--- src/design/pus_pkg.sv ---
// Shared types and constants of the particle update pipeline.
// Used by every module of the block; depends on nothing.
package pus_pkg;

	// Fractional divider: one quotient bit per stage.
	localparam int DIV_BITS = 16;

	// Divide-by-fifteen unit: digits per stage, stages, operand width.
	localparam int D15_DIGITS = 8;
	localparam int D15_STAGES = 5;
	localparam int D15_W = D15_DIGITS * D15_STAGES;

	// Motion unit pipeline: two multiply stages, two divide-by-fifteen passes,
	// one product stage and one final add stage.
	localparam int MOT_LAT = 2 * D15_STAGES + 4;

	// Configuration port.
	localparam int PADDR_W = 6;
	localparam int PDATA_W = 64;

	localparam logic [2:0] REG_START_COLOR = 3'd0;
	localparam logic [2:0] REG_MID_COLOR = 3'd1;
	localparam logic [2:0] REG_END_COLOR = 3'd2;
	localparam logic [2:0] REG_SIZE_POINTS = 3'd3;
	localparam logic [2:0] REG_LIFE_MID = 3'd4;
	localparam logic [2:0] REG_DECEL = 3'd5;
	localparam logic [2:0] REG_GRAVITY = 3'd6;

	localparam logic [31:0] START_COLOR_RST = 32'hFFB34CFF;
	localparam logic [31:0] MID_COLOR_RST = 32'hB3FF1AFF;
	localparam logic [31:0] END_COLOR_RST = 32'h4D33B3FF;
	localparam logic [59:0] SIZE_POINTS_RST = 60'd0;
	localparam logic [15:0] LIFE_MID_RST = 16'd32768;
	localparam logic [31:0] DECEL_RST = 32'd78643;
	localparam logic [47:0] GRAVITY_RST = 48'd0;

	localparam logic [16:0] ONE_Q16 = 17'h10000;

	typedef struct packed {
		logic signed [31:0] pos_x;
		logic signed [31:0] pos_y;
		logic signed [31:0] pos_z;
		logic signed [15:0] dir_x;
		logic signed [15:0] dir_y;
		logic signed [15:0] dir_z;
		logic [31:0] speed_in;
		logic [31:0] born_ms;
		logic [15:0] life_ms;
		logic [31:0] now_ms;
		logic [15:0] step_scale;
	} part_t;

	typedef struct packed {
		logic expired;
		logic [31:0] color_out;
		logic [19:0] size_out;
		logic signed [31:0] new_pos_x;
		logic signed [31:0] new_pos_y;
		logic signed [31:0] new_pos_z;
		logic [31:0] speed_out;
	} upd_t;

	typedef struct packed {
		logic [2:0][31:0] new_pos;
		logic [31:0] speed;
	} mot_t;

endpackage

--- src/design/pus_blend.sv ---
// Colour and size blend between two key points with a Q1.16 weight.
// Depends on pus_pkg.
module pus_blend
	import pus_pkg::*;
(
	input  logic [31:0] ca,
	input  logic [31:0] cb,
	input  logic [19:0] sa,
	input  logic [19:0] sb,
	input  logic [16:0] u,
	output logic [31:0] color,
	output logic [19:0] size
);

	// Rounds half up.
	function automatic logic [9:0] mix(input logic [9:0] a, input logic [9:0] b,
			input logic [16:0] w);
		logic [27:0] sum;
		sum = 28'(a) * 28'(ONE_Q16 - w) + 28'(b) * 28'(w) + 28'd32768;
		return sum[25:16];
	endfunction

	always_comb begin
		logic [9:0] r;
		for (int k = 0; k < 4; k++) begin
			r = mix({2'b00, ca[8*k +: 8]}, {2'b00, cb[8*k +: 8]}, u);
			color[8*k +: 8] = r[7:0];
		end
		for (int k = 0; k < 2; k++) begin
			size[10*k +: 10] = mix(sa[10*k +: 10], sb[10*k +: 10], u);
		end
	end

endmodule
--- config.mk ---
export PLATFORM = sky130hd
export DESIGN_NAME = pus_blend
export DESIGN_NICKNAME = d
export VERILOG_FILES = /design/src/design/pus_pkg.sv /design/src/design/pus_blend.sv
export SDC_FILE = /design/constraint.sdc
export NUM_CORES = 2
export LEC_CHECK = 0
export BUFFER_PORTS_ARGS = -buffer_cell sky130_fd_sc_hd__buf_2
export CAP_MARGIN = 10
export CORE_UTILIZATION = 50
export DETAILED_ROUTE_END_ITERATION = 16
export PLACE_DENSITY = 0.66
export SLEW_MARGIN = 5
export SYNTH_ARGS = -nofsm -noshare
export SYNTH_HDL_FRONTEND = slang
export SYNTH_SLANG_ARGS = --single-unit
--- constraint.sdc ---
create_clock -name vclk -period 21.1
set_clock_uncertainty 0.1 [all_clocks]
set_input_delay 2.11 -clock vclk [all_inputs]
set_output_delay 2.11 -clock vclk [all_outputs]
set_load 0.02 [all_outputs]
Word level (Yosys, flattened, before mapping) --
Cells that the tools add are included.
Operators by class: multiply operators 12, add/subtract/negate cells 13
Operators by type and width (count):
- $mul 8x28->24 | 4
- $add 24x16->24 const B | 4
- $add 24x24->24 | 4
- $mul 8x17->24 | 4
- $add 26x16->26 const B | 2
- $add 26x26->26 | 2
- $mul 10x17->26 | 2
- $mul 10x28->26 | 1
- $mul 11x18->26 | 1
- $sub 17x17->18 const A | 1
Word-level totals: output and inout port bits 52, bits of input ports 121, bits in registers 0, word-level logic and storage cells 25

Depth between registers and ports, before layout --
word-level depth 4, mapped depth 32, depth with buffers taken out 28

Worst setup path before layout --
No wires, ideal clock.
path kind in2out, from in u[0], to out size[9], arrival time 9.768 ns, slack 9.122 ns, required time 18.890 ns, cell stages on the path 31, path through clkbuf_1 clkbuf_1 clkbuf_1 inv_1 ha_1 nand2b_1 or2_2 nor3_1 xnor2_1 clkbuf_1 and2_1 fa_1 fa_1 inv_1 fa_1 inv_1 fa_1 fa_1 fa_1 inv_1 fa_1 inv_1 ha_1 a211oi_1 nand2_1 o211ai_1 a21oi_1 o21ai_0 o22ai_1 or4_1 nand4_1
On the way: word-level cells in the longest chain between the ends 4, elaborated cells on any way between the ends 5, those cells by class add/sub: 3; mul: 2
Ends and longest elaborated chain:
- start: declaration | line pus_blend.sv:10 | input logic [16:0] u,
- $sub 17x17->18 | line pus_blend.sv:19 | sum = 28'(a) * 28'(ONE_Q16 - w) + 28'(b) * 28'(w) + 28'd32768;
- $mul 10x28->26 | line pus_blend.sv:19
- $add 26x26->26 * | line pus_blend.sv:19
- $add 26x16->26 * | line pus_blend.sv:19
- end: declaration | line pus_blend.sv:12 | output logic [19:0] size
Every way passes the cells marked *; elsewhere a longest branch is shown, timed or not.

Worst setup path in the final report --
from in u[7], to out size[9]
Same word-level chain as after synthesis.

==> results.py <==
metrics = {
    "placed_design": {
        "portBuffers": 173,
        "gp_congestion": 0.8656,
        "dp_hpwl_mm": 114.4,
        "place_area_um2": 59450,
    },
    "detailed_routing": {
        "drt-initial-drc-count": 2358,
        "routed_wl_mm": 147.4,
        "routed_via_density": 5.178,
        "wl_per_cell_um": 18.77,
        "first_pass_iters": 6,
        "postRouteAntennaNets": 0,
        "dr_total_vias": 40647,
        "drc": 0,
    },
    "synthesis": {
        "syn_inst": 6451,
        "ys_seq_area_share_pct": 0,
        "synth_cell_types": 57,
        "syn_nets": 8614,
        "syn_area_um2": 57510,
        "avgSynthCellArea_um2": 8.915,
        "synth_warnings": 0,
    },
    "setup_path": {
        "crit_slowest_cell": "xnor2_2",
        "crit_start": "u[7]",
        "cp.arrival_ns": 11.64,
        "required_ns": 18.89,
        "cp_common_cell": "fa_1",
        "cp_max_fo": 36,
        "start_kind": "primary input",
        "cpPeakStageDelay_ns": 0.87,
        "worstSetupPathType": "primary input to output pin",
        "cp-end-kind": "output pin",
    },
    "status": {
        "status": "complete, no violations",
    },
    "final_layout": {
        "fillCellCount": 10784,
        "drive_gt1_share_pct": 3.794,
        "final_cell_area_um2": 59480,
        "post-route-util_pct": 52.09,
        "nFlopsAndLatches": 0,
        "syn_to_final_growth_pct": 3.426,
        "nClkBuffers": 0,
        "fin_nets": 8490,
        "seqCellArea_um2": 0,
    },
    "timing": {
        "min_period_ns": 13.85,
        "max-slew-margin-rel_pct": 20.13,
        "worst_slew_pin_slew_ns": 1.198,
        "tns_ns": 0,
        "finalHoldViolations": 0,
        "post-route-period-util_pct": 65.64,
        "drv_slew": 0,
        "rsz0062_at_grt": "no",
        "max_freq_ghz": 0.07220,
        "finalSetupViolCount": 0,
    },
    "global_route": {
        "grt_overflow_total": 0,
        "grt_max_degree": 69,
        "grt_pass1_vias": 45714,
        "grt_pass1_wl_mm": 244.3,
        "antenna_found_initial": 31,
        "globalRouteTotalUtil_pct": 26.84,
    },
    "cts": {
        "cts_hold_buffers": 0,
        "ctsResizeCount": 0,
        "cts_setup_buffers": 0,
    },
    "floorplanning": {
        "coreArea_um2": 114200,
        "dieArea_um2": 116400,
        "die_h_um": 341.2,
        "rows": 124,
        "io-pin-count": 173,
        "initial_utilization_pct": 50.37,
        "die_x_um": 341.2,
    },
    "worst_hold_path": {
        "hold_path_class": "primary input to output pin",
        "whs_endpoint": "color[7]",
        "min_from": "ca[7]",
        "whs_path_depth": 5,
    },
    "run": {
        "max_cap_viol_count": 0,
    },
}
## critical path, delay by kind of cell
kind                       cells  cell delay [ns]
AOI/OAI and AO/OA              5             1.36
adders and majority gates      8             3.69
buffers and inverters          8             2.09
and+or+nand+nor                7             1.43
xor gates and xnor gates       1             0.87
## stage by stage
stage | hold WS, ns | cells | setup WS, ns
after floorplan | 4.443 | 6451 | 9.122
after global placement | 4.859 | 7837 | 7.465
after detailed placement | 4.867 | 7837 | 7.402
after CTS | 4.866 | 7837 | 7.363
after global routing | 4.906 | 7844 | 6.838
final | 4.854 | 7850 | 7.250
## cells by family (layout without fill, tap and decap cells)
family	after synthesis	after routing	share of synthesized area, %
mux	3	3	0.05221
compound gates	128	128	1.447
fa+ha+maj	2042	2042	64.57
simple gates	1964	1964	17.36
other cells	0	13	0
buf+inv	2147	2021	14.03
xor+xnor	167	167	2.543
## how the worst max path moves through the flow
stage | to | slack (ns) | cells past startpoint
after floorplan | size[9] | 9.12 | 31
after global placement | size[9] | 7.46 | 29
after detailed placement | size[9] | 7.40 | 29
after CTS | size[9] | 7.36 | 29
after global routing | size[9] | 6.84 | 29
final | size[9] | 7.25 | 29
## layout by cell type (no fill, tap or decap), drive strengths merged, types with 4 or more instances in the layout
master,instances
and2,948
o21ai,28
xor2,29
fa,1543
nor2,41
a31oi,5
nor2b,6
nand2,879
a21o,14
a21oi,37
nand4,17
buf,211
o211ai,7
diode,13
ha,499
o21a,7
or2,4
or4,5
a211oi,5
or3,9
inv,1810
and3,6
xnor2,138
nand3,10
nor3,26
## area by class of cell
| type | count | area [um2] | share of cell area (%) |
|---|---|---|---|
| repair buffers | 211 | 1154 | 1.939 |
| inverters | 1810 | 6794 | 11.42 |
| multi-input cells | 4304 | 49610 | 83.40 |
| diodes | 13 | 32.53 | 0.05469 |
| well taps | 1512 | 1892 | 3.180 |
## metal layers
layer	track usage (%)	wire, um
met1	36.26	60090
met2	45.16	72130
met3	4.345	11530
met4	6.605	3557
met5	0	75
## synthesized netlist by cell type, types with 3 or more instances
cell | number | area [um2]
nor4_1 | 3 | 18.77
o21ai_0 | 27 | 135.1
nand2_1 | 879 | 3299
and2_1 | 948 | 5931
or2_2 | 4 | 25.02
a21o_1 | 14 | 105.1
nor3_1 | 24 | 120.1
nand2b_1 | 3 | 18.77
ha_1 | 499 | 6243
buf_2 | 3 | 15.01
a31oi_1 | 4 | 25.02
xnor2_1 | 138 | 1209
nor2b_1 | 6 | 37.54
a211oi_1 | 5 | 37.54
nand3_1 | 10 | 50.05
or3_1 | 9 | 56.30
buf_1 | 30 | 112.6
fa_1 | 1543 | 30890
o22ai_1 | 3 | 18.77
xor2_1 | 29 | 254.0
nand4_1 | 17 | 106.4
and3_1 | 6 | 37.54
clkbuf_1 | 303 | 1137
o211ai_1 | 7 | 52.55
inv_1 | 1810 | 6794
o21a_1 | 7 | 52.55
or4_1 | 4 | 30.03
a21oi_1 | 37 | 185.2
nor2_1 | 40 | 150.1
mux2i_1 | 3 | 30.03
