--- src/design/pus_pkg.sv ---
// Shared types and constants of the particle update pipeline.
// Used by every module of the block; depends on nothing.
package pus_pkg;

	// Fractional divider: one quotient bit per stage.
	localparam int DIV_BITS = 16;

	// Divide-by-fifteen unit: digits per stage, stages, operand width.
	localparam int D15_DIGITS = 8;
	localparam int D15_STAGES = 5;
	localparam int D15_W = D15_DIGITS * D15_STAGES;

	// Motion unit pipeline: two multiply stages, two divide-by-fifteen passes,
	// one product stage and one final add stage.
	localparam int MOT_LAT = 2 * D15_STAGES + 4;

	// Configuration port.
	localparam int PADDR_W = 6;
	localparam int PDATA_W = 64;

	localparam logic [2:0] REG_START_COLOR = 3'd0;
	localparam logic [2:0] REG_MID_COLOR = 3'd1;
	localparam logic [2:0] REG_END_COLOR = 3'd2;
	localparam logic [2:0] REG_SIZE_POINTS = 3'd3;
	localparam logic [2:0] REG_LIFE_MID = 3'd4;
	localparam logic [2:0] REG_DECEL = 3'd5;
	localparam logic [2:0] REG_GRAVITY = 3'd6;

	localparam logic [31:0] START_COLOR_RST = 32'hFFB34CFF;
	localparam logic [31:0] MID_COLOR_RST = 32'hB3FF1AFF;
	localparam logic [31:0] END_COLOR_RST = 32'h4D33B3FF;
	localparam logic [59:0] SIZE_POINTS_RST = 60'd0;
	localparam logic [15:0] LIFE_MID_RST = 16'd32768;
	localparam logic [31:0] DECEL_RST = 32'd78643;
	localparam logic [47:0] GRAVITY_RST = 48'd0;

	localparam logic [16:0] ONE_Q16 = 17'h10000;

	typedef struct packed {
		logic signed [31:0] pos_x;
		logic signed [31:0] pos_y;
		logic signed [31:0] pos_z;
		logic signed [15:0] dir_x;
		logic signed [15:0] dir_y;
		logic signed [15:0] dir_z;
		logic [31:0] speed_in;
		logic [31:0] born_ms;
		logic [15:0] life_ms;
		logic [31:0] now_ms;
		logic [15:0] step_scale;
	} part_t;

	typedef struct packed {
		logic expired;
		logic [31:0] color_out;
		logic [19:0] size_out;
		logic signed [31:0] new_pos_x;
		logic signed [31:0] new_pos_y;
		logic signed [31:0] new_pos_z;
		logic [31:0] speed_out;
	} upd_t;

	typedef struct packed {
		logic [2:0][31:0] new_pos;
		logic [31:0] speed;
	} mot_t;

endpackage

--- src/design/pus_frac_div.sv ---
// Pipelined fractional divider: quo = (num << 16) / den for num < den.
// Depends on pus_pkg.
module pus_frac_div
	import pus_pkg::*;
(
	input  logic clk,
	input  logic en,
	input  logic [15:0] num,
	input  logic [16:0] den,
	output logic [DIV_BITS-1:0] quo
);

	logic [16:0] rem_s [DIV_BITS];
	logic [16:0] den_s [DIV_BITS];
	logic [DIV_BITS-1:0] quo_s [DIV_BITS];
	logic [16:0] rem_n [DIV_BITS];
	logic [DIV_BITS-1:0] quo_n [DIV_BITS];

	always_comb begin
		logic [16:0] r_prev;
		logic [16:0] d_prev;
		logic [DIV_BITS-1:0] q_prev;
		logic [17:0] r2;
		logic ge;
		for (int k = 0; k < DIV_BITS; k++) begin
			if (k == 0) begin
				r_prev = {1'b0, num};
				d_prev = den;
				q_prev = '0;
			end else begin
				r_prev = rem_s[k-1];
				d_prev = den_s[k-1];
				q_prev = quo_s[k-1];
			end
			r2 = {r_prev, 1'b0};
			ge = r2 >= {1'b0, d_prev};
			rem_n[k] = ge ? 17'(r2 - {1'b0, d_prev}) : r2[16:0];
			quo_n[k] = {q_prev[DIV_BITS-2:0], ge};
		end
	end

	always_ff @(posedge clk) begin
		if (en) begin
			for (int k = 0; k < DIV_BITS; k++) begin
				rem_s[k] <= rem_n[k];
				quo_s[k] <= quo_n[k];
				den_s[k] <= (k == 0) ? den : den_s[k == 0 ? 0 : k-1];
			end
		end
	end

	assign quo = quo_s[DIV_BITS-1];

endmodule

--- config.mk ---
export PLATFORM = sky130hd
export DESIGN_NAME = pus_frac_div
export DESIGN_NICKNAME = d
export VERILOG_FILES = /design/src/design/pus_pkg.sv /design/src/design/pus_frac_div.sv
export SDC_FILE = /design/constraint.sdc
export NUM_CORES = 1
export LEC_CHECK = 0
export BUFFER_PORTS_ARGS = -buffer_cell sky130_fd_sc_hd__buf_2
export CELL_PAD_IN_SITES_DETAIL_PLACEMENT = 1
export CELL_PAD_IN_SITES_GLOBAL_PLACEMENT = 2
export CORE_AREA = 2 2 315 255
export CTS_BUF_LIST = sky130_fd_sc_hd__clkbuf_16
export DETAILED_ROUTE_END_ITERATION = 8
export DIE_AREA = 0 0 317 257
export PLACE_DENSITY_LB_ADDON = 0.1
export SLEW_MARGIN = 20
export SYNTH_ARGS = -nofsm -noshare
export SYNTH_HDL_FRONTEND = slang
export SYNTH_SLANG_ARGS = --single-unit
--- constraint.sdc ---
create_clock -name clk -period 8.68 [get_ports clk]
set_clock_uncertainty 0.2 [all_clocks]
set_input_delay 2.17 -clock clk [delete_from_list [all_inputs] [get_ports clk]]
set_output_delay 2.17 -clock clk [all_outputs]
set_load 0.01 [all_outputs]
# Yosys cells after proc, flatten, opt, wreduce, memory -nomap -nowiden
# Memory sizes are Yosys's and may differ from the RTL's.
# Cells that the tools add are included.
# W data, S select, Z words.
[word_totals]
reg_bits = 0
latchBits = 0
ram_bits = 800
romBits = 0
input_bits = 35
output_inout_bits = 16
word_cells = 53
memories = 3
[classes]
add_sub_neg = 16
mul = 0
n_div = 0
magnitude_cmp = 16
n_eq_ne = 0
n_shift = 0
muxes = 18
bitwise_logic = 0
n_reduce_logical = 0
[memory_table]
columns = ["name", "words", "width", "read_ports", "rd_ports_with_merged_regs", "write_ports", "line_no", "rtl"]
rows = [
  ["den_s", 16, 17, 15, 0, 16, "pus_frac_div.sv:14", "logic [16:0] den_s [DIV_BITS];"],
  ["rem_s", 16, 17, 15, 0, 16, "pus_frac_div.sv:13", "logic [16:0] rem_s [DIV_BITS];"],
  ["quo_s", 16, 16, 16, 0, 16, "pus_frac_div.sv:15", "logic [DIV_BITS-1:0] quo_s [DIV_BITS];"],
]
[ops]
columns = ["op", "count"]
rows = [
  ["$mux W17", 16],
  ["$sub A17 B17 Y17", 16],
  ["$ge A18 B17 Y1", 15],
  ["$ge A17 B17 Y1", 1],
  ["$mux W1", 2],
]

# Longest topological paths before layout
# Gate-level depths: netlist (run 1).
# An unclocked memory read counts as a cell.
[logic_depth]
ltp_word = 3
ltp_mapped = 12
ltp_nobuf = 10

# Worst setup path before layout (run 1)
# No wires, ideal clock.
[synth_timing]
path_type = "input -> register"
startpoint = "in den[2]"
endpoint = "mem rem_s[0][14] (data pin)"
setup_ns = 0.269
t_arrival_ns = 4.014
t_required_ns = 8.211
path_slack_ns = 4.197
cell_stages = 10
path_buffers = 1
cell_sequence = "inv_1 > ha_1 > o21ai_0 > a21oi_1 > o31ai_1 > o211ai_1 > o31a_1 > o22ai_1 > clkbuf_1 > o21ai_0"
[synth_rtl]
columns = ["element", "line_no", "rtl"]
rows = [
  ["start, declared", "pus_frac_div.sv:9", "input logic [16:0] den,"],
  ["end, declared", "pus_frac_div.sv:13", ""],
]

==> flow_summary.html, run 1 <==
<table>
<tr><th>Metric</th><th>Value</th></tr>
<tr><th colspan="2">Layout</th></tr>
<tr><td>Net count of the finished layout</td><td>3372</td></tr>
<tr><td>Antenna diode count</td><td>0</td></tr>
<tr><td>Top library cells by usage in the layout, fill and taps aside</td><td>sky130_fd_sc_hd__edfxtp_1, sky130_fd_sc_hd__inv_1, sky130_fd_sc_hd__ha_1</td></tr>
<tr><td>Share of final-layout standard cells stronger than drive strength 1</td><td>9.21%</td></tr>
<tr><td>Final instance area</td><td>0.0389 sq mm</td></tr>
<tr><td>Layout overhead on the synthesized area</td><td>11.3%</td></tr>
<tr><td>Commonest non-fill, non-tap cell in the layout</td><td>sky130_fd_sc_hd__edfxtp_1</td></tr>
<tr><th colspan="2">Floorplanning</th></tr>
<tr><td>Die Span Y</td><td>between 200 and 300 um</td></tr>
<tr><td>Starting Density</td><td>44.7%</td></tr>
<tr><td>Die Span X</td><td>between 300 and 400 um</td></tr>
<tr><td>Floorplan Core Area</td><td>0.0782 sq mm</td></tr>
<tr><td>I/O pin cnt</td><td>between 50 and 60</td></tr>
<tr><td>Overall die area</td><td>roughly 0.081 sq mm</td></tr>
<tr><td>Cell row count</td><td>92</td></tr>
<tr><th colspan="2">Synthesis</th></tr>
<tr><td>Share of the synthesized area in the top cell type</td><td>55.5%</td></tr>
<tr><td>Fraction of registers with async set/reset</td><td>0%</td></tr>
<tr><td>Net count after synthesis</td><td>between 3000 and 4000</td></tr>
<tr><td>Number of enable-type register cells in the synthesized netlist</td><td>646</td></tr>
<tr><td>Synthesized instance count</td><td>2957</td></tr>
<tr><td>Yosys warnings</td><td>0</td></tr>
<tr><td>Total standard cell area after synthesis</td><td>0.0349 sq mm</td></tr>
<tr><td>Average cell area after synthesis</td><td>11.8 sq um</td></tr>
<tr><td>Top area cells in the synthesized netlist</td><td>sky130_fd_sc_hd__edfxtp_1, sky130_fd_sc_hd__ha_1, sky130_fd_sc_hd__inv_1</td></tr>
<tr><td>Synth area leader</td><td>sky130_fd_sc_hd__edfxtp_1</td></tr>
<tr><td>Synthesized flop and latch total</td><td>between 600 and 700</td></tr>
<tr><td>Unique masters post-synth</td><td>75</td></tr>
<tr><td>Sequential share of the synthesized area</td><td>between 50 and 60%</td></tr>
<tr><td>Leading register cell type out of synthesis</td><td>sky130_fd_sc_hd__edfxtp_1</td></tr>
<tr><th colspan="2">STA</th></tr>
<tr><td>FMAX</td><td>205 MHz</td></tr>
<tr><td>Period utilization</td><td>56.1%</td></tr>
<tr><td>Max Slew Vio Count</td><td>0</td></tr>
<tr><td>Minimum clock period</td><td>4.87 ns</td></tr>
<tr><td>Final Hold Vio Count</td><td>0</td></tr>
<tr><td>Unrepaired setup endpoints after global routing</td><td>false</td></tr>
<tr><td>Final Setup Violations</td><td>0</td></tr>
<tr><td>Worst Tran Pin Value</td><td>0.978 ns</td></tr>
<tr><td>Final Hold Slack</td><td>0.217 ns</td></tr>
<tr><td>Normalized max-slew margin</td><td>between 30% and 40%</td></tr>
<tr><td>Aggregate negative setup slack</td><td>0 ns</td></tr>
<tr><th colspan="2">Worst setup path</th></tr>
<tr><td>Largest stage delay on the critical path</td><td>0.62 ns</td></tr>
<tr><td>CP Cell Sequence</td><td>buf_2 -&gt; inv_1 -&gt; ha_1 -&gt; o21ai_0 -&gt; a21oi_1 -&gt; o31ai_1 -&gt; o211ai_1 -&gt; o31a_1 -&gt; o22ai_4 -&gt; o21ai_0</td></tr>
<tr><td>Largest delay share family, worst path</td><td>compound AO/OA/AOI/OAI gates</td></tr>
<tr><td>Count of cell instances traversed by the critical path</td><td>10</td></tr>
<tr><td>Cell repeated most along the worst path</td><td>sky130_fd_sc_hd__o21ai_0</td></tr>
<tr><td>WP buf/inv</td><td>2</td></tr>
<tr><td>Length in cells of the worst reg-to-reg path</td><td>9</td></tr>
<tr><td>Nature of the critical path startpoint</td><td>input port</td></tr>
<tr><td>Category of the critical setup timing path</td><td>in2reg</td></tr>
<tr><td>Type of element capturing the critical path</td><td>flop</td></tr>
<tr><td>Crit path max-delay cell type</td><td>sky130_fd_sc_hd__o22ai_4</td></tr>
<tr><td>Critical path arrival</td><td>4.99 ns</td></tr>
<tr><td>Maximum fanout encountered on the critical timing path</td><td>32</td></tr>
<tr><td>Required time worst endpoint</td><td>approximately 8.8 ns</td></tr>
<tr><th colspan="2">Global route</th></tr>
<tr><td>Via count of the first global-routing pass</td><td>23100</td></tr>
<tr><td>Wire length of the first global-routing pass</td><td>127000 um</td></tr>
<tr><td>Overall routing resource usage</td><td>19.6%</td></tr>
<tr><td>Maximum number of pins on one net before global-route repair</td><td>179</td></tr>
<tr><td>Total congestion overflow after global routing</td><td>0</td></tr>
<tr><td>Initial antenna violation count</td><td>0</td></tr>
<tr><th colspan="2">Clocking</th></tr>
<tr><td>Clk root buf</td><td>sky130_fd_sc_hd__clkbuf_16</td></tr>
<tr><td>CTS tree</td><td>yes</td></tr>
<tr><td># H-tree levels</td><td>3</td></tr>
<tr><td>CTS Sinks</td><td>646</td></tr>
<tr><td>Cts-stage hold buffer count</td><td>0</td></tr>
<tr><td>Clk slew on worst S/H paths</td><td>0.06 ns</td></tr>
<tr><td>Cts bufs inserted</td><td>71</td></tr>
<tr><td>Post-CTS setup-driven buffer insertion count</td><td>0</td></tr>
<tr><td>Worst-case clock buffer depth</td><td>3</td></tr>
<tr><td>PostCTS Resize Cnt</td><td>0</td></tr>
<tr><td>Latest clock arrival within the worst-skew pair</td><td>0.63 ns</td></tr>
<tr><th colspan="2">Routing</th></tr>
<tr><td>Met2 WL</td><td>34100 um</td></tr>
<tr><td>Via-to-Cell Ratio</td><td>5.44</td></tr>
<tr><td>Post-detailed-routing wire length</td><td>79100 um</td></tr>
<tr><td>Vias</td><td>22500</td></tr>
<tr><td>Final antenna-violating net count</td><td>0</td></tr>
<tr><td>Met1 routed wirelength after detailed routing</td><td>41100 um</td></tr>
<tr><td>Number of detailed-routing iterations run before antenna repair</td><td>6</td></tr>
<tr><td>Wirelength per Cell</td><td>around 19 um</td></tr>
<tr><td>Remaining design rule violation count</td><td>0</td></tr>
<tr><td>Met3 Wirelength</td><td>~2600 um</td></tr>
<tr><td>Uppermost layer routed</td><td>met4</td></tr>
<tr><td>Number of violations reported at the end of detailed-routing iteration 0</td><td>approximately 1500</td></tr>
<tr><th colspan="2">Run</th></tr>
<tr><td>Number of maximum-capacitance constraint violations</td><td>0</td></tr>
<tr><th colspan="2">Power and ir drop</th></tr>
<tr><td>Static leakage</td><td>~16 nW</td></tr>
<tr><td>P per Cell Area</td><td>357 mW/mm^2</td></tr>
<tr><td>Worst ir drop on vdd</td><td>0.140 mV</td></tr>
<tr><th colspan="2">Placed design</th></tr>
<tr><td>Buffers on Ports</td><td>50</td></tr>
<tr><td>Half-perimeter wire length of the detailed placement result</td><td>58300 um</td></tr>
<tr><td>Final RePlAce weighted congestion</td><td>between 0.8 and 0.9</td></tr>
<tr><td>Dpl cell area</td><td>~0.037 sq mm</td></tr>
<tr><th colspan="2">Worst hold path</th></tr>
<tr><td>Depth of the worst hold-timing path</td><td>0</td></tr>
<tr><td>Hold Path Class</td><td>reg2reg</td></tr>
<tr><th colspan="2">Status</th></tr>
<tr><td>Outcome</td><td>finished clean</td></tr>
</table>
==> layer usage <==
metal  GRT usage (%)  vias up
li1                -    11000
met1            30.0    11100
met2            29.4      281
met3            2.93       97
met4            4.06        0
met5               0        -
==> registers in the layout, summed over array words and instances, names as in the netlist <==
signal / count
quo_s: 136
den_s: 255
rem_s: 255
==> Yosys cell counts (12+ instances only) <==
library cell	n
sky130_fd_sc_hd__nor2_1	133
sky130_fd_sc_hd__nand3_1	36
sky130_fd_sc_hd__a21o_1	73
sky130_fd_sc_hd__clkbuf_1	40
sky130_fd_sc_hd__a211oi_1	19
sky130_fd_sc_hd__a21oi_1	158
sky130_fd_sc_hd__edfxtp_1	646
sky130_fd_sc_hd__o21a_1	37
sky130_fd_sc_hd__a31oi_1	23
sky130_fd_sc_hd__nand2_1	242
sky130_fd_sc_hd__o41ai_1	12
sky130_fd_sc_hd__o31ai_1	17
sky130_fd_sc_hd__nor3_1	29
sky130_fd_sc_hd__o21bai_1	20
sky130_fd_sc_hd__inv_1	340
sky130_fd_sc_hd__o21ai_0	243
sky130_fd_sc_hd__xnor2_1	114
sky130_fd_sc_hd__ha_1	271
sky130_fd_sc_hd__xor2_1	84
sky130_fd_sc_hd__nand2b_1	39
sky130_fd_sc_hd__nor2b_1	37
sky130_fd_sc_hd__and3_1	14
sky130_fd_sc_hd__mux2_2	84
sky130_fd_sc_hd__nand4_1	35
sky130_fd_sc_hd__fa_1	15
sky130_fd_sc_hd__o31a_1	17
==> report_power, final <==
| group | internal [mW] | switching [mW] |
|---|---|---|
| sequential | 4.58 | 0.452 |
| clock | 1.75 | 1.29 |
| combinational | 2.55 | 3.27 |
| total | 8.88 | 5.02 |
==> stage by stage <==
stage	setup slack, ns	util, %	instances	power (mW)
3_3_place_gp	3.05	46.8	4011	10.7
2_1_floorplan	4.20	-	2957	9.27
6_report	3.81	49.8	4140	13.9
4_1_cts	3.50	49.8	4139	14.0
5_1_grt	3.51	49.8	4140	14.9
3_5_place_dp	2.86	46.8	4011	10.9
==> layout make-up <==
cell class	count	area, sq um
fillers	8127	39300
flip-flops and latches	646	19400
multi-input cells	1923	14100
clock buffers	71	1780
well taps	1034	1290
inverters	340	1280
clock inverters	57	558
repair buffers	69	457
==> worst register-to-register path, cell delays in order, from the launching register on <==
cell                       delay, ns
sky130_fd_sc_hd__edfxtp_1       0.42
sky130_fd_sc_hd__ha_1           0.39
sky130_fd_sc_hd__nor2b_1        0.17
sky130_fd_sc_hd__o31a_1         0.28
sky130_fd_sc_hd__or3_1          0.37
sky130_fd_sc_hd__a21oi_1        0.55
sky130_fd_sc_hd__o21ai_0        0.51
sky130_fd_sc_hd__a21oi_2        0.42
sky130_fd_sc_hd__buf_4          0.35
sky130_fd_sc_hd__mux2_2         0.39
==> logic make-up after synthesis <==
group | share of synthesized area, %
compound gates | 12.9
flops | 55.5
simple gates | 8.39
buf+inv | 4.23
fa+ha+maj | 10.6
xor+xnor | 4.96
mux | 3.45
==> path summary, 6_finish.rpt <==
| check | start | slack [ns] | endpoint |
|---|---|---|---|
| setup reg to reg | rem_s[0][1]$_DFFE_PP_ | 4.39 | rem_s[0][21]$_DFFE_PP_ |
| hold reg to reg | quo_s[1][81]$_DFFE_PP_ | 0.22 | quo_s[1][98]$_DFFE_PP_ |
| setup / recovery | den[2] | 3.81 | rem_s[0][1]$_DFFE_PP_ |
| hold / removal | quo_s[1][81]$_DFFE_PP_ | 0.22 | quo_s[1][98]$_DFFE_PP_ |
Power figures use the tool's default switching activity.
==> run 2: changes to the inputs <==
- CORE_AREA: 2 2 315 255 -> 2 2 334 270
- DIE_AREA: 0 0 317 257 -> 0 0 336 272
- clock period: 8.68 -> 4 ns (I/O delays scaled with it)
==> flow_summary.html, run 2 (synthesis gave the netlist of run 1 again) <==
<table>
<tr><th>Metric</th><th>Value</th></tr>
<tr><th colspan="2">Clocking</th></tr>
<tr><td>Clk root buf</td><td>sky130_fd_sc_hd__clkbuf_16 (unchanged)</td></tr>
<tr><td>CTS Sinks</td><td>646 (unchanged)</td></tr>
<tr><td># H-tree levels</td><td>3 (unchanged)</td></tr>
<tr><td>Cts-stage hold buffer count</td><td>0 (unchanged)</td></tr>
<tr><td>Cts bufs inserted</td><td>72 (was 71)</td></tr>
<tr><td>Worst-case clock buffer depth</td><td>3 (unchanged)</td></tr>
<tr><td>Clk slew on worst S/H paths</td><td>0.06 ns (about the same)</td></tr>
<tr><td>Latest clock arrival within the worst-skew pair</td><td>0.63 ns (about the same)</td></tr>
<tr><td>CTS tree</td><td>yes (unchanged)</td></tr>
<tr><th colspan="2">Global route</th></tr>
<tr><td>Total congestion overflow after global routing</td><td>0 (unchanged)</td></tr>
<tr><td>Via count of the first global-routing pass</td><td>23100 (about the same)</td></tr>
<tr><td>Overall routing resource usage</td><td>18.6% (was 19.6%)</td></tr>
<tr><td>Initial antenna violation count</td><td>1 (was 0)</td></tr>
<tr><td>Wire length of the first global-routing pass</td><td>133000 um (was 127000 um)</td></tr>
<tr><td>Maximum number of pins on one net before global-route repair</td><td>78 (was 179)</td></tr>
<tr><th colspan="2">Layout</th></tr>
<tr><td>Largest registers</td><td>den_s (255), rem_s (255), quo_s (136) (unchanged)</td></tr>
<tr><td>Footprint of the multi-input gates</td><td>0.0141 sq mm (unchanged)</td></tr>
<tr><td>Final core utilization</td><td>44.5% (was 49.8%)</td></tr>
<tr><td>Sequential cell area</td><td>0.0194 sq mm (unchanged)</td></tr>
<tr><td>Layout overhead on the synthesized area</td><td>12.7% (was 11.3%)</td></tr>
<tr><td>Final instance area</td><td>0.0394 sq mm (was 0.0389 sq mm)</td></tr>
<tr><td>Commonest non-fill, non-tap cell in the layout</td><td>sky130_fd_sc_hd__edfxtp_1 (unchanged)</td></tr>
<tr><td>Share of final-layout standard cells stronger than drive strength 1</td><td>9.89% (was 9.21%)</td></tr>
<tr><td>Top library cells by usage in the layout, fill and taps aside</td><td>sky130_fd_sc_hd__edfxtp_1, sky130_fd_sc_hd__inv_1, sky130_fd_sc_hd__ha_1 (unchanged)</td></tr>
<tr><td>Net count of the finished layout</td><td>3391 (was 3372)</td></tr>
<tr><td>Antenna diode count</td><td>0 (unchanged)</td></tr>
<tr><td>Layout filler cell count</td><td>9319 (was 8127)</td></tr>
<tr><th colspan="2">Power and ir drop</th></tr>
<tr><td>Worst ir drop on vdd</td><td>0.323 mV (was 0.140 mV)</td></tr>
<tr><td>P per Cell Area</td><td>778 mW/mm^2 (was 357 mW/mm^2)</td></tr>
<tr><td>Static leakage</td><td>15.8 nW (was 15.7 nW)</td></tr>
<tr><th colspan="2">Worst setup path</th></tr>
<tr><td>Nature of the critical path startpoint</td><td>flop (was input port)</td></tr>
<tr><td>Largest delay share family, worst path</td><td>compound AO/OA/AOI/OAI gates (unchanged)</td></tr>
<tr><td>Category of the critical setup timing path</td><td>reg2reg (was in2reg)</td></tr>
<tr><td>Maximum fanout encountered on the critical timing path</td><td>18 (was 32)</td></tr>
<tr><td>Critical path arrival</td><td>3.73 ns (was 4.99 ns)</td></tr>
<tr><td>Crit path max-delay cell type</td><td>sky130_fd_sc_hd__edfxtp_1 (was sky130_fd_sc_hd__o22ai_4)</td></tr>
<tr><td>Largest stage delay on the critical path</td><td>0.41 ns (was 0.62 ns)</td></tr>
<tr><td>WP buf/inv</td><td>1 (was 2)</td></tr>
<tr><td>Worst reg2reg setup slack</td><td>0.44 ns (was 4.39 ns)</td></tr>
<tr><td>Required time worst endpoint</td><td>4.17 ns (was 8.80 ns)</td></tr>
<tr><td>Type of element capturing the critical path</td><td>flop (unchanged)</td></tr>
<tr><td>CP Cell Sequence</td><td>ha_1 -&gt; nor2b_1 -&gt; o31a_1 -&gt; or3_1 -&gt; a21oi_2 -&gt; o221a_2 -&gt; a21oi_2 -&gt; a2111oi_4 -&gt; buf_4 -&gt; mux2_2 (was buf_2 -&gt; inv_1 -&gt; ha_1 -&gt; o21ai_0 -&gt; a21oi_1 -&gt; o31ai_1 -&gt; o211ai_1 -&gt; o31a_1 -&gt; o22ai_4 -&gt; o21ai_0)</td></tr>
<tr><td>Cell repeated most along the worst path</td><td>sky130_fd_sc_hd__a21oi_2 (was sky130_fd_sc_hd__o21ai_0)</td></tr>
<tr><th colspan="2">Floorplanning</th></tr>
<tr><td>Floorplan Core Area</td><td>0.0884 sq mm (was 0.0782 sq mm)</td></tr>
<tr><td>Starting Density</td><td>39.5% (was 44.7%)</td></tr>
<tr><td>Die Span X</td><td>336 um (was 317 um)</td></tr>
<tr><td>Overall die area</td><td>0.0914 sq mm (was 0.0815 sq mm)</td></tr>
<tr><td>Cell row count</td><td>98 (was 92)</td></tr>
<tr><td>I/O pin cnt</td><td>51 (unchanged)</td></tr>
<tr><td>Die Span Y</td><td>272 um (was 257 um)</td></tr>
<tr><th colspan="2">STA</th></tr>
<tr><td>Normalized max-slew margin</td><td>44.8% (was 33.9%)</td></tr>
<tr><td>Max Slew Vio Count</td><td>0 (unchanged)</td></tr>
<tr><td>Period utilization</td><td>89.0%</td></tr>
<tr><td>FMAX</td><td>281 MHz</td></tr>
<tr><td>Minimum clock period</td><td>3.56 ns</td></tr>
<tr><td>Final Setup Violations</td><td>0 (unchanged)</td></tr>
<tr><td>Final Hold Slack</td><td>0.206 ns (was 0.217 ns)</td></tr>
<tr><td>Final Hold Vio Count</td><td>0 (unchanged)</td></tr>
<tr><td>Aggregate negative setup slack</td><td>0 ns (unchanged)</td></tr>
<tr><td>Worst Tran Pin Value</td><td>0.808 ns (was 0.978 ns)</td></tr>
<tr><td>Unrepaired setup endpoints after global routing</td><td>false (unchanged)</td></tr>
<tr><th colspan="2">Routing</th></tr>
<tr><td>Final antenna-violating net count</td><td>0 (unchanged)</td></tr>
<tr><td>Number of detailed-routing iterations run before antenna repair</td><td>5 (was 6)</td></tr>
<tr><td>Number of violations reported at the end of detailed-routing iteration 0</td><td>1293 (was 1489)</td></tr>
<tr><td>Post-detailed-routing wire length</td><td>84100 um (was 79100 um)</td></tr>
<tr><td>Wirelength per Cell</td><td>19.5 um (was 19.1 um)</td></tr>
<tr><td>Remaining design rule violation count</td><td>0 (unchanged)</td></tr>
<tr><td>Vias</td><td>22400 (was 22500)</td></tr>
<tr><td>Via-to-Cell Ratio</td><td>5.18 (was 5.44)</td></tr>
<tr><th colspan="2">Placed design</th></tr>
<tr><td>Half-perimeter wire length of the detailed placement result</td><td>63700 um (was 58300 um)</td></tr>
<tr><td>Dpl cell area</td><td>0.0370 sq mm (was 0.0366 sq mm)</td></tr>
<tr><td>Buffers on Ports</td><td>50 (unchanged)</td></tr>
<tr><td>Final RePlAce weighted congestion</td><td>0.824 (was 0.850)</td></tr>
<tr><th colspan="2">Worst hold path</th></tr>
<tr><td>Hold Path Class</td><td>reg2reg (unchanged)</td></tr>
<tr><th colspan="2">Run</th></tr>
<tr><td>Number of maximum-capacitance constraint violations</td><td>0 (unchanged)</td></tr>
<tr><th colspan="2">Status</th></tr>
<tr><td>Outcome</td><td>finished clean (unchanged)</td></tr>
</table>
-- run 2: changes by cell type in the layout (fill, tap and decap cells not counted), sizes merged --
cell    before  now
buf         69   87
clkinv      25   20
bufinv       8   10
clkbuf      71   73
inv        360  361
-- run 2: layer usage --
layer  up-vias  wire length (um)  share of wire (%)  track usage [%]
met5         -                 0                  0                0
met4         0              1740                2.1             4.53
met3       105              3080                3.7             2.85
met2       290             32900                 39             25.5
met1     11000             46400                 55             30.1
li1      11000                 -                  -                -
-- run 2: metrics by stage --
step	std cells	setup slack [ns]	total power, mW
after global placement	4196	0.300	23.6
after global routing	4324	0.225	32.8
final	4324	0.440	30.6
after detailed placement	4196	0.208	23.9
after CTS	4324	0.206	30.9
after floorplan	2957	0.631	20.1
-- run 2: report_power, final --
part	leakage [nW]	switching, mW	internal, mW	total (mW)
clock network	1.21	2.78	3.99	6.77
registers	6.32	1.21	9.95	11.2
logic	8.30	7.10	5.62	12.7
total	15.8	11.1	19.6	30.6
-- run 2: final cells by class --
type	instances	share of cell area, %
clock buffer	73	4.64
clock inverter	55	1.42
inverter	340	3.24
multi-input combinational	1923	35.9
sequential	646	49.3
tap	1200	3.81
timing repair buffer	87	1.68
-- run 2: what timing repair did --
| item | 4_1_cts | 5_1_grt |
|---|---|---|
| setup buffers | 0 | 0 |
| setup endpoints to repair | 0 | 15 |
| resized for setup | 0 | 1 |
-- run 2: worst reg2reg max path: stages (launching register included) --
cell and delay (ns):
sky130_fd_sc_hd__edfxtp_1 0.41, sky130_fd_sc_hd__ha_1 0.39, sky130_fd_sc_hd__nor2b_1 0.18, sky130_fd_sc_hd__o31a_1 0.27
sky130_fd_sc_hd__or3_1 0.35, sky130_fd_sc_hd__a21oi_2 0.27, sky130_fd_sc_hd__o221a_2 0.28, sky130_fd_sc_hd__a21oi_2 0.08
sky130_fd_sc_hd__a2111oi_4 0.18, sky130_fd_sc_hd__buf_4 0.31, sky130_fd_sc_hd__mux2_2 0.39
-- run 2: worst paths after layout --
check / end / start / depth (start not counted)
worst min register to register: quo_s[0][101]$_DFFE_PP_ / quo_s[0][84]$_DFFE_PP_ / 0
worst min-delay path: quo_s[0][101]$_DFFE_PP_ / quo_s[0][84]$_DFFE_PP_ / 0
worst max-delay path: rem_s[0][130]$_DFFE_PP_ / rem_s[0][103]$_DFFE_PP_ / 10
worst max register to register: rem_s[0][130]$_DFFE_PP_ / rem_s[0][103]$_DFFE_PP_ / 10
==> run 3: changes to the inputs <==
- ABC_AREA: default -> 1
- CORE_AREA: 2 2 334 270 -> 2 2 377 305
- DIE_AREA: 0 0 336 272 -> 0 0 379 307
==> flow_summary.html, run 3 <==
<table>
<tr><th>Metric</th><th>Value</th></tr>
<tr><th colspan="2">Synthesis</th></tr>
<tr><td>Synthesized-area fraction occupied by xor and xnor cells</td><td>2.00% (was 4.96%)</td></tr>
<tr><td>Largest family of logic cells by synthesized area</td><td>simple AND/OR/NAND/NOR gates (was compound AO/OA/AOI/OAI gates)</td></tr>
<tr><td>Fraction of synthesized area in multiplexers</td><td>0% (was 3.45%)</td></tr>
<tr><td>Top area cells in the synthesized netlist</td><td>sky130_fd_sc_hd__edfxtp_1, sky130_fd_sc_hd__nand2_1, sky130_fd_sc_hd__inv_1 (was sky130_fd_sc_hd__edfxtp_1, sky130_fd_sc_hd__ha_1, sky130_fd_sc_hd__inv_1)</td></tr>
<tr><td>Commonest cells in the synthesized netlist</td><td>sky130_fd_sc_hd__nand2_1, sky130_fd_sc_hd__inv_1, sky130_fd_sc_hd__edfxtp_1 (was sky130_fd_sc_hd__edfxtp_1, sky130_fd_sc_hd__inv_1, sky130_fd_sc_hd__ha_1)</td></tr>
<tr><td>Share of the synthesized area in the top cell type</td><td>48.2% (was 55.5%)</td></tr>
<tr><td>Net count after synthesis</td><td>5240 (was 3278)</td></tr>
<tr><td>Library cell with the highest instance count after synthesis</td><td>sky130_fd_sc_hd__nand2_1 (was sky130_fd_sc_hd__edfxtp_1)</td></tr>
<tr><td>Yosys warnings</td><td>0 (unchanged)</td></tr>
<tr><td>Synthesized instance count</td><td>4919 (was 2957)</td></tr>
<tr><td>Adder and majority gate portion of the synthesized area</td><td>9.16% (was 10.6%)</td></tr>
<tr><td>Leading register cell type out of synthesis</td><td>sky130_fd_sc_hd__edfxtp_1 (unchanged)</td></tr>
<tr><td>Total standard cell area after synthesis</td><td>0.0403 sq mm (was 0.0349 sq mm)</td></tr>
<tr><td>Synthesized-area fraction occupied by and/or/nand/nor cells</td><td>28.9% (was 8.39%)</td></tr>
<tr><td>Unique masters post-synth</td><td>32 (was 75)</td></tr>
<tr><td>Synth area leader</td><td>sky130_fd_sc_hd__edfxtp_1 (unchanged)</td></tr>
<tr><td>Synthesized flop and latch total</td><td>646 (unchanged)</td></tr>
<tr><td>Average cell area after synthesis</td><td>8.19 sq um (was 11.8 sq um)</td></tr>
<tr><td>Fraction of registers with async set/reset</td><td>0% (unchanged)</td></tr>
<tr><td>Sequential share of the synthesized area</td><td>48.2% (was 55.5%)</td></tr>
<tr><td>Number of enable-type register cells in the synthesized netlist</td><td>646 (unchanged)</td></tr>
<tr><td>Post-synthesis compound-gate area fraction</td><td>1.95% (was 12.9%)</td></tr>
<tr><th colspan="2">Layout</th></tr>
<tr><td>Largest registers</td><td>den_s (255), rem_s (255), quo_s (136) (unchanged)</td></tr>
<tr><td>Share of final-layout standard cells stronger than drive strength 1</td><td>6.62% (was 9.89%)</td></tr>
<tr><td>Top library cells by usage in the layout, fill and taps aside</td><td>sky130_fd_sc_hd__nand2_1, sky130_fd_sc_hd__inv_1, sky130_fd_sc_hd__edfxtp_1 (was sky130_fd_sc_hd__edfxtp_1, sky130_fd_sc_hd__inv_1, sky130_fd_sc_hd__ha_1)</td></tr>
<tr><td>Layout filler cell count</td><td>13700 (was 9319)</td></tr>
<tr><td>Commonest non-fill, non-tap cell in the layout</td><td>sky130_fd_sc_hd__nand2_1 (was sky130_fd_sc_hd__edfxtp_1)</td></tr>
<tr><td>Net count of the finished layout</td><td>5367 (was 3391)</td></tr>
<tr><td>Non-filler cells in the finished layout</td><td>6630 (was 4324)</td></tr>
<tr><td>Layout overhead on the synthesized area</td><td>11.4% (was 12.7%)</td></tr>
<tr><td>Final instance area</td><td>0.0449 sq mm (was 0.0394 sq mm)</td></tr>
<tr><td>Final core utilization</td><td>39.7% (was 44.5%)</td></tr>
<tr><th colspan="2">Clocking</th></tr>
<tr><td># H-tree levels</td><td>3 (unchanged)</td></tr>
<tr><td>Cts-stage hold buffer count</td><td>0 (unchanged)</td></tr>
<tr><td>PostCTS Resize Cnt</td><td>0 (unchanged)</td></tr>
<tr><td>CTS tree</td><td>yes (unchanged)</td></tr>
<tr><td>Worst-case clock buffer depth</td><td>3 (unchanged)</td></tr>
<tr><td>Clk slew on worst S/H paths</td><td>0.07 ns (was 0.06 ns)</td></tr>
<tr><td>Post-CTS setup-driven buffer insertion count</td><td>0 (unchanged)</td></tr>
<tr><td>Cts bufs inserted</td><td>74 (was 72)</td></tr>
<tr><td>CTS Sinks</td><td>646 (unchanged)</td></tr>
<tr><td>Latest clock arrival within the worst-skew pair</td><td>0.65 ns (was 0.63 ns)</td></tr>
<tr><td>Clk root buf</td><td>sky130_fd_sc_hd__clkbuf_16 (unchanged)</td></tr>
<tr><th colspan="2">Routing</th></tr>
<tr><td>Number of detailed-routing iterations run before antenna repair</td><td>5 (unchanged)</td></tr>
<tr><td>Via-to-Cell Ratio</td><td>4.55 (was 5.18)</td></tr>
<tr><td>Remaining design rule violation count</td><td>0 (unchanged)</td></tr>
<tr><td>Final antenna-violating net count</td><td>0 (unchanged)</td></tr>
<tr><td>Post-detailed-routing wire length</td><td>115000 um (was 84100 um)</td></tr>
<tr><td>Number of violations reported at the end of detailed-routing iteration 0</td><td>1443 (was 1293)</td></tr>
<tr><td>Vias</td><td>30100 (was 22400)</td></tr>
<tr><td>Wirelength per Cell</td><td>17.4 um (was 19.5 um)</td></tr>
<tr><th colspan="2">Worst setup path</th></tr>
<tr><td>Category of the critical setup timing path</td><td>reg2reg (unchanged)</td></tr>
<tr><td>Critical path arrival</td><td>2.90 ns (was 3.73 ns)</td></tr>
<tr><td>Maximum fanout encountered on the critical timing path</td><td>19 (was 18)</td></tr>
<tr><td>Nature of the critical path startpoint</td><td>flop (unchanged)</td></tr>
<tr><td>Type of element capturing the critical path</td><td>flop (unchanged)</td></tr>
<tr><td>Required time worst endpoint</td><td>4.19 ns (was 4.17 ns)</td></tr>
<tr><th colspan="2">STA</th></tr>
<tr><td>Aggregate negative setup slack</td><td>0 ns (unchanged)</td></tr>
<tr><td>Max Slew Vio Count</td><td>0 (unchanged)</td></tr>
<tr><td>FMAX</td><td>368 MHz (was 281 MHz)</td></tr>
<tr><td>Final WS setup</td><td>1.29 ns (was 0.440 ns)</td></tr>
<tr><td>Unrepaired setup endpoints after global routing</td><td>false (unchanged)</td></tr>
<tr><td>Period utilization</td><td>67.8% (was 89.0%)</td></tr>
<tr><td>Final Setup Violations</td><td>0 (unchanged)</td></tr>
<tr><td>Final Hold Vio Count</td><td>0 (unchanged)</td></tr>
<tr><td>Final Hold Slack</td><td>0.214 ns (was 0.206 ns)</td></tr>
<tr><td>Normalized max-slew margin</td><td>60.1% (was 44.8%)</td></tr>
<tr><td>Minimum clock period</td><td>2.71 ns (was 3.56 ns)</td></tr>
<tr><td>Worst Tran Pin Value</td><td>0.598 ns (was 0.808 ns)</td></tr>
<tr><th colspan="2">Status</th></tr>
<tr><td>Outcome</td><td>finished clean (unchanged)</td></tr>
<tr><th colspan="2">Global route</th></tr>
<tr><td>Overall routing resource usage</td><td>20.0% (was 18.6%)</td></tr>
<tr><td>Total congestion overflow after global routing</td><td>0 (unchanged)</td></tr>
<tr><td>Wire length of the first global-routing pass</td><td>179000 um (was 133000 um)</td></tr>
<tr><td>Maximum number of pins on one net before global-route repair</td><td>78 (unchanged)</td></tr>
<tr><td>Via count of the first global-routing pass</td><td>30900 (was 23100)</td></tr>
<tr><td>Initial antenna violation count</td><td>3 (was 1)</td></tr>
<tr><th colspan="2">Floorplanning</th></tr>
<tr><td>Die Span X</td><td>379 um (was 336 um)</td></tr>
<tr><td>Cell row count</td><td>111 (was 98)</td></tr>
<tr><td>Overall die area</td><td>0.116 sq mm (was 0.0914 sq mm)</td></tr>
<tr><td>Starting Density</td><td>35.6% (was 39.5%)</td></tr>
<tr><td>I/O pin cnt</td><td>51 (unchanged)</td></tr>
<tr><td>Die Span Y</td><td>307 um (was 272 um)</td></tr>
<tr><td>Floorplan Core Area</td><td>0.113 sq mm (was 0.0884 sq mm)</td></tr>
<tr><th colspan="2">Power and ir drop</th></tr>
<tr><td>Worst ir drop on vdd</td><td>0.372 mV (was 0.323 mV)</td></tr>
<tr><td>Total power consumption of the routed design</td><td>32.7 mW (was 30.6 mW)</td></tr>
<tr><td>Static leakage</td><td>22.6 nW (was 15.8 nW)</td></tr>
<tr><td>P per Cell Area</td><td>728 mW/mm^2 (was 778 mW/mm^2)</td></tr>
<tr><th colspan="2">Placed design</th></tr>
<tr><td>Half-perimeter wire length of the detailed placement result</td><td>92400 um (was 63700 um)</td></tr>
<tr><td>Pre-CTS worst setup slack</td><td>0.844 ns (was 0.208 ns)</td></tr>
<tr><td>Dpl cell area</td><td>0.0425 sq mm (was 0.0370 sq mm)</td></tr>
<tr><td>Final RePlAce weighted congestion</td><td>0.813 (was 0.824)</td></tr>
<tr><td>Instance count after placement with tap cells included</td><td>6495 (was 4196)</td></tr>
<tr><td>Buffers on Ports</td><td>50 (unchanged)</td></tr>
<tr><th colspan="2">Worst hold path</th></tr>
<tr><td>Hold Path Class</td><td>reg2reg (unchanged)</td></tr>
<tr><th colspan="2">Run</th></tr>
<tr><td>Number of maximum-capacitance constraint violations</td><td>0 (unchanged)</td></tr>
</table>
## run 3: cell count changes after synthesis, moves of 37 or more
cell	delta
sky130_fd_sc_hd__a21o_1	-70
sky130_fd_sc_hd__clkbuf_1	-40
sky130_fd_sc_hd__inv_1	+601
sky130_fd_sc_hd__mux2_2	-84
sky130_fd_sc_hd__nand2_1	+1687
sky130_fd_sc_hd__nand2b_1	-39
sky130_fd_sc_hd__nand3_1	+231
sky130_fd_sc_hd__nand3b_1	+77
sky130_fd_sc_hd__nor2_1	+113
sky130_fd_sc_hd__nor2b_1	-37
sky130_fd_sc_hd__o21a_1	-37
sky130_fd_sc_hd__o21ai_0	-226
sky130_fd_sc_hd__xnor2_1	-87
## run 3: power by group
part / switching, mW / internal (mW)
logic: 9.99 / 4.92
registers: 1.21 / 9.80
clock network: 2.88 / 3.89
## run 3: layer usage
layer	share of wire [%]	GRT usage, %	vias to the layer above
met5	0	0	-
met4	1.8	4.01	0
met3	2.4	2.75	115
met2	46	32.9	241
met1	50	28.0	14100
li1	-	-	15700
## run 3: cell type report
type                            count  area (sq um)  area share, %
Sequential cell                   646         19400           43.2
Multi-Input combinational cell   3281         16900           37.7
Inverter                          959          3630           8.08
Clock buffer                       77          1930           4.29
Tap cell                         1525          1910           4.25
Timing Repair Buffer               84           641           1.43
Clock inverter                     56           452           1.01
Antenna cell                        2          5.00         0.0112
## run 3: worst max-delay path, cell delays in order, from the launching register on
cell	delay, ns
sky130_fd_sc_hd__edfxtp_1	0.43
sky130_fd_sc_hd__inv_1	0.07
sky130_fd_sc_hd__ha_1	0.29
sky130_fd_sc_hd__inv_1	0.06
sky130_fd_sc_hd__nor2_1	0.28
sky130_fd_sc_hd__nand4_1	0.22
sky130_fd_sc_hd__nor2_1	0.16
sky130_fd_sc_hd__nor2_1	0.09
sky130_fd_sc_hd__nand2_4	0.25
sky130_fd_sc_hd__inv_4	0.17
sky130_fd_sc_hd__nand2_1	0.09
sky130_fd_sc_hd__nand2_1	0.10
## run 3: cells by family (layout without fill, tap and decap cells)
logic type / count (synthesis) / in the layout
compound gates: 154 / 154
simple gates: 2749 / 2749
flops: 646 / 646
buf+inv: 992 / 1176
fa+ha+maj: 286 / 286
other cells: 0 / 2
xor+xnor: 92 / 92
## run 3: path summary, 6_finish.rpt
path,startpoint,depth (start not counted),slack [ns],endpoint
worst min register to register,quo_s[0][101]$_DFFE_PP_,0,0.21,quo_s[0][118]$_DFFE_PP_
worst min-delay path,quo_s[0][101]$_DFFE_PP_,0,0.21,quo_s[0][118]$_DFFE_PP_
worst max-delay path,den_s[3][16]$_DFFE_PP_,11,1.29,rem_s[0][84]$_DFFE_PP_
worst max register to register,den_s[3][16]$_DFFE_PP_,11,1.29,rem_s[0][84]$_DFFE_PP_
